File: src/sv/lsb_first_bit_packer_unit_macros.svh
// Assertion helpers for the bit packer.
`ifndef LSB_FIRST_BIT_PACKER_UNIT_MACROS_SVH
`define LSB_FIRST_BIT_PACKER_UNIT_MACROS_SVH

// Same-cycle implication, checked out of reset.
`define LBP_ASSERT_IMPL(label, clk, rst_n, ante, cons) \
    label: assert property (@(posedge clk) disable iff (!rst_n) (ante) |-> (cons)) \
        else $error("lbp: implication check failed");

// Next-cycle implication, checked out of reset.
`define LBP_ASSERT_NEXT(label, clk, rst_n, ante, cons) \
    label: assert property (@(posedge clk) disable iff (!rst_n) (ante) |=> (cons)) \
        else $error("lbp: next-cycle check failed");

`endif

File: src/sv/lbp_pkg.sv
`timescale 1ns / 1ps

package lbp_pkg;

    localparam int WORD_W     = 32;
    localparam int CMD_W      = 2;
    localparam int NBITS_W    = 6;
    localparam int CNT_W      = 5;
    localparam int CAP_REG_W  = 17;
    localparam int BITS_OUT_W = 22;
    localparam int INDEX_W    = 16;

    localparam logic [CAP_REG_W-1:0] CAP_RESET  = 17'd65536;
    localparam logic [NBITS_W-1:0]   WORD_BITS  = 6'd32;
    localparam logic [2:0]           BYTE_MASK  = 3'd7;
    localparam logic [CNT_W-1:0]     WORD_MASK  = 5'd31;

    typedef enum logic [CMD_W-1:0] {
        CMD_WRITE_BITS  = 2'd0,
        CMD_BEGIN_BYTES = 2'd1,
        CMD_FLUSH       = 2'd2,
        CMD_RESTART     = 2'd3
    } lbp_cmd_e;

    typedef struct packed {
        logic [CMD_W-1:0]   command;
        logic [WORD_W-1:0]  value;
        logic [NBITS_W-1:0] bit_count;
    } lbp_item_t;

    typedef struct packed {
        logic                  status;
        logic                  word_valid;
        logic [WORD_W-1:0]     packed_word;
        logic [INDEX_W-1:0]    word_index;
        logic [BITS_OUT_W-1:0] bits_used;
        logic [BITS_OUT_W-1:0] bits_left;
    } lbp_result_t;

endpackage

File: src/sv/lbp_cmd_if.sv
`timescale 1ns / 1ps

interface lbp_cmd_if;
    import lbp_pkg::*;

    logic               valid;
    logic               ready;
    logic [CMD_W-1:0]   command;
    logic [WORD_W-1:0]  value;
    logic [NBITS_W-1:0] bit_count;

    modport source (output valid, command, value, bit_count, input ready);
    modport sink   (input valid, command, value, bit_count, output ready);
endinterface

File: src/sv/lbp_res_if.sv
`timescale 1ns / 1ps

interface lbp_res_if;
    import lbp_pkg::*;

    logic                  valid;
    logic                  ready;
    logic                  status;
    logic                  word_valid;
    logic [WORD_W-1:0]     packed_word;
    logic [INDEX_W-1:0]    word_index;
    logic [BITS_OUT_W-1:0] bits_used;
    logic [BITS_OUT_W-1:0] bits_left;

    modport source (output valid, status, word_valid, packed_word, word_index,
                    bits_used, bits_left, input ready);
    modport sink   (input valid, status, word_valid, packed_word, word_index,
                    bits_used, bits_left, output ready);
endinterface

File: src/sv/lbp_step.sv
`timescale 1ns / 1ps

// Next-state and result logic for one command.
module lbp_step #(
    parameter int USED_W = 22
) (
    input  lbp_pkg::lbp_item_t         item,
    input  logic [31:0]                pend_bits,
    input  logic [4:0]                 pend_cnt,
    input  logic [USED_W-1:0]          used,
    input  logic [USED_W-1:0]          cap_bits,
    output logic [31:0]                pend_bits_next,
    output logic [4:0]                 pend_cnt_next,
    output logic [USED_W-1:0]          used_next,
    output lbp_pkg::lbp_result_t       result
);
    import lbp_pkg::*;

    localparam int SUM_W = ((USED_W > WORD_W + 3) ? USED_W : WORD_W + 3) + 1;

    logic [NBITS_W-1:0] nbits;
    logic [32:0]        mask33;
    logic [SUM_W-1:0]   used_x;
    logic [SUM_W-1:0]   cap_x;
    logic [SUM_W-1:0]   index_x;
    logic [3:0]         pad_n;
    logic               app_en;
    logic [NBITS_W-1:0] app_n;
    logic [WORD_W-1:0]  app_v;
    logic [63:0]        acc;
    logic [NBITS_W-1:0] cnt6;

    always_comb
    begin
        nbits   = (item.bit_count > WORD_BITS) ? WORD_BITS : item.bit_count;
        mask33  = (33'd1 << nbits) - 33'd1;
        used_x  = SUM_W'(used);
        cap_x   = SUM_W'(cap_bits);
        pad_n   = 4'd8 - {1'b0, used[2:0] & BYTE_MASK};

        pend_bits_next = pend_bits;
        pend_cnt_next  = pend_cnt;
        used_next      = used;
        result         = '0;

        app_en = 1'b0;
        app_n  = '0;
        app_v  = '0;

        case (item.command)
            CMD_WRITE_BITS:
            begin
                if (used_x + SUM_W'(nbits) > cap_x)
                    result.status = 1'b1;
                else
                begin
                    app_en = 1'b1;
                    app_n  = nbits;
                    app_v  = item.value & mask33[31:0];
                end
            end
            CMD_BEGIN_BYTES:
            begin
                if (used_x + SUM_W'({item.value, 3'b000}) > cap_x)
                    result.status = 1'b1;
                else if (used[2:0] != 3'd0 && used_x + SUM_W'(pad_n) <= cap_x)
                begin
                    // zero padding up to the next byte boundary
                    app_en = 1'b1;
                    app_n  = NBITS_W'(pad_n);
                end
            end
            CMD_FLUSH:
            begin
                if (pend_cnt != '0)
                begin
                    result.word_valid  = 1'b1;
                    result.packed_word = pend_bits;
                    used_next      = used + USED_W'(WORD_BITS - {1'b0, pend_cnt});
                    pend_bits_next = '0;
                    pend_cnt_next  = '0;
                end
            end
            default:
            begin
                pend_bits_next = '0;
                pend_cnt_next  = '0;
                used_next      = '0;
            end
        endcase

        // shared append path; bits above pend_cnt are always zero
        acc  = {32'd0, pend_bits} | ({32'd0, app_v} << pend_cnt);
        cnt6 = {1'b0, pend_cnt} + app_n;
        if (app_en)
        begin
            used_next     = used + USED_W'(app_n);
            pend_cnt_next = cnt6[4:0] & WORD_MASK;
            if (cnt6[5])
            begin
                result.word_valid  = 1'b1;
                result.packed_word = acc[31:0];
                pend_bits_next     = acc[63:32];
            end
            else
                pend_bits_next = acc[31:0];
        end

        index_x = SUM_W'(used_next >> 5) - SUM_W'(1);
        if (result.word_valid)
            result.word_index = index_x[INDEX_W-1:0];

        result.bits_used = BITS_OUT_W'(SUM_W'(used_next));
        if (used_next > cap_bits)
            result.bits_left = '0;
        else
            result.bits_left = BITS_OUT_W'(SUM_W'(cap_bits - used_next));
    end

endmodule

File: src/sv/lsb_first_bit_packer_unit.sv
`timescale 1ns / 1ps

// LSB-first bit packer: appends fields of 0..32 bits into 32-bit words,
// bit 0 of each word is the earliest bit (store words little-endian).
// Channels: cmd carries command/value/bit_count, res returns one result
// per command (status, optional completed word with its buffer index,
// bits used and bits left). Transfer = valid && ready on either channel.
// cfg_wr_en/cfg_wr_data set the capacity in words; write only when idle.
// A command transferred on cmd goes into the input register and then into
// the result register, from which res shows it. One command per cycle
// sustained while res is ready: the input register and the result register
// each hold one item, and the combinational state update (shift/OR plus capacity compares) sets the rate.
// When res stalls, the result register holds and the input register
// still takes one more command; cmd.ready drops once both are full.
// Reset clears the packer state and the pipeline and sets the capacity to
// 65536 words. A restart command clears the state but keeps the capacity.
module lsb_first_bit_packer_unit #(
    parameter int MAX_WORDS = 65536
) (
    input  logic                             clk,
    input  logic                             rst_n,
    input  logic                             cfg_wr_en,
    input  logic [lbp_pkg::CAP_REG_W-1:0]    cfg_wr_data,
    lbp_cmd_if.sink                          cmd,
    lbp_res_if.source                        res
);
    import lbp_pkg::*;
    `include "lsb_first_bit_packer_unit_macros.svh"

    localparam int USED_W = $clog2(MAX_WORDS) + 6;
    localparam int CW_W   = (USED_W > CAP_REG_W) ? USED_W : CAP_REG_W;

    logic [CAP_REG_W-1:0] cap_words_reg;
    logic [CW_W-1:0]      cap_eff;
    logic [USED_W-1:0]    cap_bits;

    logic                 s1_valid_reg;
    lbp_item_t            s1_item_reg;
    logic                 out_valid_reg;
    lbp_result_t          out_res_reg;

    logic [31:0]          pend_bits_reg;
    logic [4:0]           pend_cnt_reg;
    logic [USED_W-1:0]    used_reg;
    logic [31:0]          pend_bits_next;
    logic [4:0]           pend_cnt_next;
    logic [USED_W-1:0]    used_next;
    lbp_result_t          res_next;

    logic                 s1_adv;
    logic                 cmd_xfer;

    always_comb
    begin
        cap_eff = (CW_W'(cap_words_reg) > CW_W'(MAX_WORDS)) ? CW_W'(MAX_WORDS)
                                                             : CW_W'(cap_words_reg);
        cap_bits = {cap_eff[USED_W-6:0], 5'b00000};
    end

    assign s1_adv    = s1_valid_reg && (!out_valid_reg || res.ready);
    assign cmd.ready = !s1_valid_reg || !out_valid_reg || res.ready;
    assign cmd_xfer  = cmd.valid && cmd.ready;

    lbp_step #(
        .USED_W (USED_W)
    ) u_step (
        .item           (s1_item_reg),
        .pend_bits      (pend_bits_reg),
        .pend_cnt       (pend_cnt_reg),
        .used           (used_reg),
        .cap_bits       (cap_bits),
        .pend_bits_next (pend_bits_next),
        .pend_cnt_next  (pend_cnt_next),
        .used_next      (used_next),
        .result         (res_next)
    );

    always_ff @(posedge clk or negedge rst_n)
    begin
        if (!rst_n)
            cap_words_reg <= CAP_RESET;
        else if (cfg_wr_en)
            cap_words_reg <= cfg_wr_data;
    end

    always_ff @(posedge clk or negedge rst_n)
    begin
        if (!rst_n)
            s1_valid_reg <= 1'b0;
        else if (cmd_xfer)
            s1_valid_reg <= 1'b1;
        else if (s1_adv)
            s1_valid_reg <= 1'b0;
    end

    always_ff @(posedge clk)
    begin
        if (cmd_xfer)
        begin
            s1_item_reg.command   <= cmd.command;
            s1_item_reg.value     <= cmd.value;
            s1_item_reg.bit_count <= cmd.bit_count;
        end
    end

    always_ff @(posedge clk or negedge rst_n)
    begin
        if (!rst_n)
        begin
            pend_bits_reg <= '0;
            pend_cnt_reg  <= '0;
            used_reg      <= '0;
            out_valid_reg <= 1'b0;
        end
        else if (s1_adv)
        begin
            pend_bits_reg <= pend_bits_next;
            pend_cnt_reg  <= pend_cnt_next;
            used_reg      <= used_next;
            out_valid_reg <= 1'b1;
        end
        else if (res.ready)
            out_valid_reg <= 1'b0;
    end

    always_ff @(posedge clk)
    begin
        if (s1_adv)
            out_res_reg <= res_next;
    end

    assign res.valid       = out_valid_reg;
    assign res.status      = out_res_reg.status;
    assign res.word_valid  = out_res_reg.word_valid;
    assign res.packed_word = out_res_reg.packed_word;
    assign res.word_index  = out_res_reg.word_index;
    assign res.bits_used   = out_res_reg.bits_used;
    assign res.bits_left   = out_res_reg.bits_left;

    // pending count tracks the used total modulo the word size
    `LBP_ASSERT_IMPL(a_cnt_mod, clk, rst_n, 1'b1, pend_cnt_reg == used_reg[4:0])
    // nothing stored above the pending count
    `LBP_ASSERT_IMPL(a_pend_clean, clk, rst_n, 1'b1, (pend_bits_reg >> pend_cnt_reg) == 32'd0)
    // a rejected command never completes a word
    `LBP_ASSERT_IMPL(a_rej_noword, clk, rst_n, out_valid_reg && out_res_reg.status,
                     !out_res_reg.word_valid)
    // a full pipe with a stalled receiver keeps the state frozen
    `LBP_ASSERT_NEXT(a_stall_hold, clk, rst_n,
                     s1_valid_reg && out_valid_reg && !res.ready,
                     used_reg == $past(used_reg) && pend_bits_reg == $past(pend_bits_reg))

endmodule

File: src/flat_wrapper.sv
// flat-port wrapper written by rule: the top's interface ports become plain ports
module lsb_first_bit_packer_unit_flat import lbp_pkg::*;
#(
    parameter int MAX_WORDS = 65536
)
  (clk, rst_n, cfg_wr_en, cfg_wr_data, cmd_valid, cmd_command, cmd_value, cmd_bit_count, cmd_ready, res_valid, res_status, res_word_valid, res_packed_word, res_word_index, res_bits_used, res_bits_left, res_ready);
  lbp_cmd_if cmd_i ();
  lbp_res_if res_i ();
  input  logic clk;
  input  logic rst_n;
  input  logic cfg_wr_en;
  input  logic [lbp_pkg::CAP_REG_W-1:0] cfg_wr_data;
  input wire logic [$bits(cmd_i.valid)-1:0] cmd_valid;
  input wire logic [$bits(cmd_i.command)-1:0] cmd_command;
  input wire logic [$bits(cmd_i.value)-1:0] cmd_value;
  input wire logic [$bits(cmd_i.bit_count)-1:0] cmd_bit_count;
  output wire logic [$bits(cmd_i.ready)-1:0] cmd_ready;
  output wire logic [$bits(res_i.valid)-1:0] res_valid;
  output wire logic [$bits(res_i.status)-1:0] res_status;
  output wire logic [$bits(res_i.word_valid)-1:0] res_word_valid;
  output wire logic [$bits(res_i.packed_word)-1:0] res_packed_word;
  output wire logic [$bits(res_i.word_index)-1:0] res_word_index;
  output wire logic [$bits(res_i.bits_used)-1:0] res_bits_used;
  output wire logic [$bits(res_i.bits_left)-1:0] res_bits_left;
  input wire logic [$bits(res_i.ready)-1:0] res_ready;
  assign cmd_i.valid = cmd_valid;
  assign cmd_i.command = cmd_command;
  assign cmd_i.value = cmd_value;
  assign cmd_i.bit_count = cmd_bit_count;
  assign cmd_ready = cmd_i.ready;
  assign res_valid = res_i.valid;
  assign res_status = res_i.status;
  assign res_word_valid = res_i.word_valid;
  assign res_packed_word = res_i.packed_word;
  assign res_word_index = res_i.word_index;
  assign res_bits_used = res_i.bits_used;
  assign res_bits_left = res_i.bits_left;
  assign res_i.ready = res_ready;
  lsb_first_bit_packer_unit #(.MAX_WORDS(MAX_WORDS)) u_core (.clk(clk), .rst_n(rst_n), .cfg_wr_en(cfg_wr_en), .cfg_wr_data(cfg_wr_data), .cmd(cmd_i), .res(res_i));
endmodule
File: config.mk
export PLATFORM = sky130hd
export DESIGN_NAME = lsb_first_bit_packer_unit_flat
export DESIGN_NICKNAME = d
export VERILOG_FILES = /design/src/sv/lbp_pkg.sv /design/src/sv/lbp_cmd_if.sv /design/src/sv/lbp_res_if.sv /design/src/sv/lbp_step.sv /design/src/sv/lsb_first_bit_packer_unit.sv /design/src/flat_wrapper.sv
export VERILOG_INCLUDE_DIRS = /design/src /design/src/sv
export SDC_FILE = /design/constraint.sdc
export NUM_CORES = 1
export LEC_CHECK = 0
export BUFFER_PORTS_ARGS = -buffer_cell sky130_fd_sc_hd__buf_4
export CAP_MARGIN = 5
export CORE_MARGIN = 1
export CORE_UTILIZATION = 33
export DETAILED_ROUTE_END_ITERATION = 8
export PLACE_DENSITY_LB_ADDON = 0.05
export SLEW_MARGIN = 20
export SYNTH_ARGS = -nofsm -noshare
export SYNTH_HDL_FRONTEND = slang
export SYNTH_SLANG_ARGS = --single-unit
File: constraint.sdc
create_clock -name clk -period 32.1 [get_ports clk]
set_clock_uncertainty 0.05 [all_clocks]
set_input_delay 6.42 -clock clk [delete_from_list [all_inputs] [get_ports clk]]
set_output_delay 6.42 -clock clk [all_outputs]
set_load 0.02 [all_outputs]
* After elaboration in Yosys (flattened, before gate mapping)
Cells that the tools add are included.
Storage, ports and cells: register bits 212, latch bits 0, bits in writable memories 0, ROM bits 0, input bits 62, output and inout port bits 96, word-level logic and storage cells 88, memories 0
Cells by class: add/sub/neg operators 11, $mul 0, div/mod/pow operators 0, $lt $le $gt $ge 6, equality and inequality tests 4, shift-type cells 2, multiplexer cells 33, bitwise gates (word level) 2, reduce and logical (&&, ||, !) cells 15
Operators with widths (count):
- $mux 32 | 5
- $mux 33 | 4
- $or 32x64->64 | 1
- $pmux 32 s2 | 1
- $shl 32x5->64 | 1
- $mux 22 | 2
- $pmux 22 s2 | 1
- $add 22x35->36 | 1
- $gt 36x22->1 | 1
- $and 32x32->32 | 1
- $shl 1x6->32 const A | 1
- $sub 32x1->32 const B | 1
- $add 22x4->23 | 1
- $add 22x6->23 | 1
- $gt 23x22->1 | 1
- $le 23x22->1 | 1
- $add 22x22->22 | 1
- $add 22x6->22 | 1
- $gt 22x22->1 | 1
- $sub 22x22->22 | 1
- $gt 17x17->1 const B | 1
- $mux 17 | 1
- $sub 16x1->16 const B | 1
- $mux 6 | 2
- other kinds (23) | 40

* Longest topological paths before layout
word-level depth 11, mapped depth 52, depth with buffers taken out 50

* Modules after synthesis
A second synthesis with hierarchy kept.
Second synthesis, totals: cell total of the unflattened synthesis 2131, area total of the unflattened synthesis 18460.2 um2
By module, submodules not included:
- lbp_step | instances 1, cells each 1803, area each 11300.8 um2, sequential area each 0.0 um2
- lsb_first_bit_packer_unit | instances 1, cells each 328, area each 7159.4 um2, sequential area each 5977.0 um2

* Worst setup path before layout
Ideal clock, no wire load.
kind input -> output, start point input res_ready, end point output cmd_ready, data arrival time 6.698 ns, data required time 25.630 ns, setup slack 18.932 ns, stages 1, buffers on the path 0, path through nand3b_1
Between the ends: word-level cells in the longest chain between the ends 1
RTL lines:
- start: declaration | line flat_wrapper.sv:25 | input wire logic [$bits(res_i.ready)-1:0] res_ready;
- $logic_or 1x1->1 | line lsb_first_bit_packer_unit.sv:61 | assign cmd.ready = !s1_valid_reg || !out_valid_reg || res.ready;
- end: declaration | line flat_wrapper.sv:17 | output wire logic [$bits(cmd_i.ready)-1:0] cmd_ready;
No other way between the ends.

* Worst setup path after layout
Ends and elaborated chain as after synthesis.

==> flow_summary_export.csv <==
group,metric,value,unit
floorplan,fp-row-count,84,
layout,largest_reg_flops,40,
clock_network,max-clock-path-buffers,3,
clock_network,htreeDepth,1,
outcome,status,"complete, no violations",
clock_network,clockRootBuffer,"clkbuf_16",
route,dr.pass1.iters,6,
power_and_ir_drop,seqPwrFrac,0.338,
power_and_ir_drop,p_per_area,53.2,nW/um^2
power_and_ir_drop,power_frac_comb,0.389,
synth,synth_fp_nets,2253,
clock_network,cts_num_sinks,212,
floorplan,core,52700,um^2
placement,place.detailed.hpwl,48300,um
critical_path,crit_path_end,"cmd_ready",
clock_network,ctsResizeCount,0,
critical_path,rr_worst_depth,44,
critical_path,crit_chain,"buf_4, nand3b_1, buf_4",
sta,tns,0,ns
placement,dpl_cell_area,19400,um^2
clock_network,cts_tree,"built",
synth,yosys_most_used_dff,"edfxtp_1",
synth,ys_async_sr_fraction,0.368,
critical_path,timing.critical_path.mode_cell,"buf_4",
sta,worstMarginPinSlew,0.986,ns
layout,fin_util,0.384,
sta,slew_violations,0,
floorplan,die_area,54300,um^2
critical_path,worstSetupPathDepth,3,
route,viasPerCell,5.59,
sta,setup_viol,0,
power_and_ir_drop,p_int,659,uW
global_routing,gr-total-overflow,0,
power_and_ir_drop,ir_drop,0.0366,mV
sta,fmax,0.0749,GHz
sta,rsz0062_at_grt,"no",
synth,synth_area_leaders,"edfxtp_1 23%, dfrtp_1 11%, ha_1 8.3%",
placement,dp_cells,2820,
route,vias,16100,
placement,portBuffers,157,
layout,instances_no_fill,2870,
placement,place_congestion,0.908,
synth,postSynthCellCount,2071,
synth,postSynthAreaPerCell,8.51,um^2
power_and_ir_drop,clockPowerShare,0.273,
layout,area_delta_synth_final,14.8,%
floorplan,die_y,233,um
route,drt_iter0_markers,1327,
power_and_ir_drop,switching_share,0.388,
run,maxCapViolations,0,
critical_path,path_delay_family,"buffers and inverters",
sta,fin_crit_sh,0.416,
global_routing,grt_use_total,0.228,
critical_path,path_max_fanout,3,
critical_path,cp.required,25.63,ns
sta,max_slew_margin,0.342,
floorplan,start_util,0.335,
critical_path,r2r-start,"u_core.used_reg[3]$_DFFE_PN0P_",
route,drc,0,
critical_path,cpPeakStageDelay,0.18,ns
sta,setup_ws,18.74,ns
sta,hold_violations,0,
critical_path,cp-end-kind,"output pin",
power_and_ir_drop,switchingPower,417,uW
route,antenna_left,0,
synth,synth_cell_types,104,
synth,synth_top_area_frac,0.228,
critical_path,regToRegEndpoint,"u_core.res.bits_left[21]$_SDFFCE_PN0P_",
critical_path,cp_slowest_cell,"nand3b_1",
synth,ys_ff_latch,212,
sta,fin_crit,13.36,ns
synth,netlist_area,17600,um^2
route,routed_wl,62800,um
layout,design_area,20200,um^2
route,routedWlPerCell,21.9,um
clock_network,hold_buffers,0,
floorplan,ioPinCount,158,
clock_network,postCtsSetupRepairBufs,0,
layout,nets,2343,
synth,synth_enable_flop_cells,134,
synth,ys_seq_area_frac,0.339,
global_routing,antenna_found_initial,0,
synth,synth_largest_area_cell,"edfxtp_1",
clock_network,clk_latency,0.57,ns
critical_path,critical_path.startpoint,"res_ready",
critical_path,rrSetupSlack,19.94,ns
layout,n_antenna_cell,0,
clock_network,cts_buffers,27,
placement,post-place-ws,18.74,ns
critical_path,critPathArrivalTime,6.89,ns
global_routing,grt_pass1_wl,94700,um
layout,drive_gt1_frac,0.145,
clock_network,path_clk_slew,0.05,ns
min_path,hp-class,"flip-flop to flip-flop",
critical_path,crit_type,"primary input to output pin",
power_and_ir_drop,power_leakage,0.00838,uW
global_routing,grt_pass1_vias,15000,
floorplan,chipWidth,233,um
critical_path,startpoint_type,"primary input",
synth,yosys_warnings,0,
critical_path,crit_buf_inv,2,
global_routing,grt_max_degree,64,
-- cells in the final DEF, fill, tap and decap left out, drive strengths merged, types with 26 or more instances in the layout --
cell,n
nor2,239
nand2,219
buf,182
o21ai,159
a21oi,153
edfxtp,134
ha,117
inv,82
dfrtp,77
xnor2,62
nand3,57
nor3,52
mux2i,48
xor2,34
mux2,33
a211oi,31
clkbuf,31
a31oi,30
nor2b,27
o211ai,26
a21o,26
-- layer usage --
metal | track usage | vias up | part of all wire | wire length, um
li1 | - | 7797 | - | -
met2 | 0.338 | 491 | 0.43 | 26800
met4 | 0.0688 | 0 | 0.030 | 1910
met3 | 0.0273 | 74 | 0.055 | 3460
met1 | 0.342 | 7690 | 0.49 | 30500
met5 | 0 | - | 0 | 0
-- worst min path at each step --
stage,from,endpoint,depth (start not counted),slack (ns)
3_3_place_gp,u_core.pend_bits_reg[24]$_DFFE_PN0P_,u_core.pend_bits_reg[24]$_DFFE_PN0P_,2,0.43
2_1_floorplan,u_core.s1_valid_reg$_DFFE_PN0P_,u_core.res.valid$_DFFE_PN0P_,1,0.41
4_1_cts,u_core.s1_valid_reg$_DFFE_PN0P_,u_core.res.valid$_DFFE_PN0P_,1,0.45
5_1_grt,u_core.pend_bits_reg[2]$_DFFE_PN0P_,u_core.pend_bits_reg[2]$_DFFE_PN0P_,2,0.49
6_report,u_core.s1_valid_reg$_DFFE_PN0P_,u_core.res.valid$_DFFE_PN0P_,1,0.45
3_5_place_dp,u_core.s1_valid_reg$_DFFE_PN0P_,u_core.res.valid$_DFFE_PN0P_,1,0.44
-- cell type report --
class                           instances  area, um^2
Clock buffer                           31         701
Clock inverter                         19         140
Fill cell                            5344       32400
Inverter                               79         299
Multi-Input combinational cell       1659       10900
Sequential cell                       212        5980
Tap cell                              688         861
Timing Repair Buffer                  182        1370
-- cell families after synthesis --
family	synth area share
mux	0.0483
flops	0.339
simple gates	0.215
fa+ha+maj	0.0881
buf+inv	0.0445
compound gates	0.215
xor+xnor	0.0503
-- per-stage QoR --
stage | hold slack, ns | power, uW
after floorplan | 0.407 | 657
after global placement | 0.431 | 784
after detailed placement | 0.437 | 787
after CTS | 0.446 | 1090
after global routing | 0.489 | 1140
final | 0.447 | 1080
-- power groups by stage --
| stage | Clock, uW | Sequential [uW] | Combinational (uW) |
|---|---|---|---|
| finish | 293 | 364 | 419 |
| global route | 313 | 368 | 463 |
| CTS | 302 | 363 | 420 |
| detailed placement | 0 | 369 | 418 |
| global placement | 0 | 369 | 415 |
| floorplan | 0 | 372 | 285 |
-- synthesized netlist by cell type (all sizes together) (23+ instances only) --
cell type and number:
nand2b 23, nor3 52, nor4 23, inv 78, nor2 239, a21oi 153
nand3 57, xnor2 62, dfrtp 77, nand4 23, xor2 34, mux2 33
o21ai 159, nor2b 27, ha 117, mux2i 48, a21o 26, o211ai 26
and3 25, a211oi 31, clkbuf 104, a31oi 30, edfxtp 134, nand2 219
Note: power is estimated with default switching activity, not from simulation.
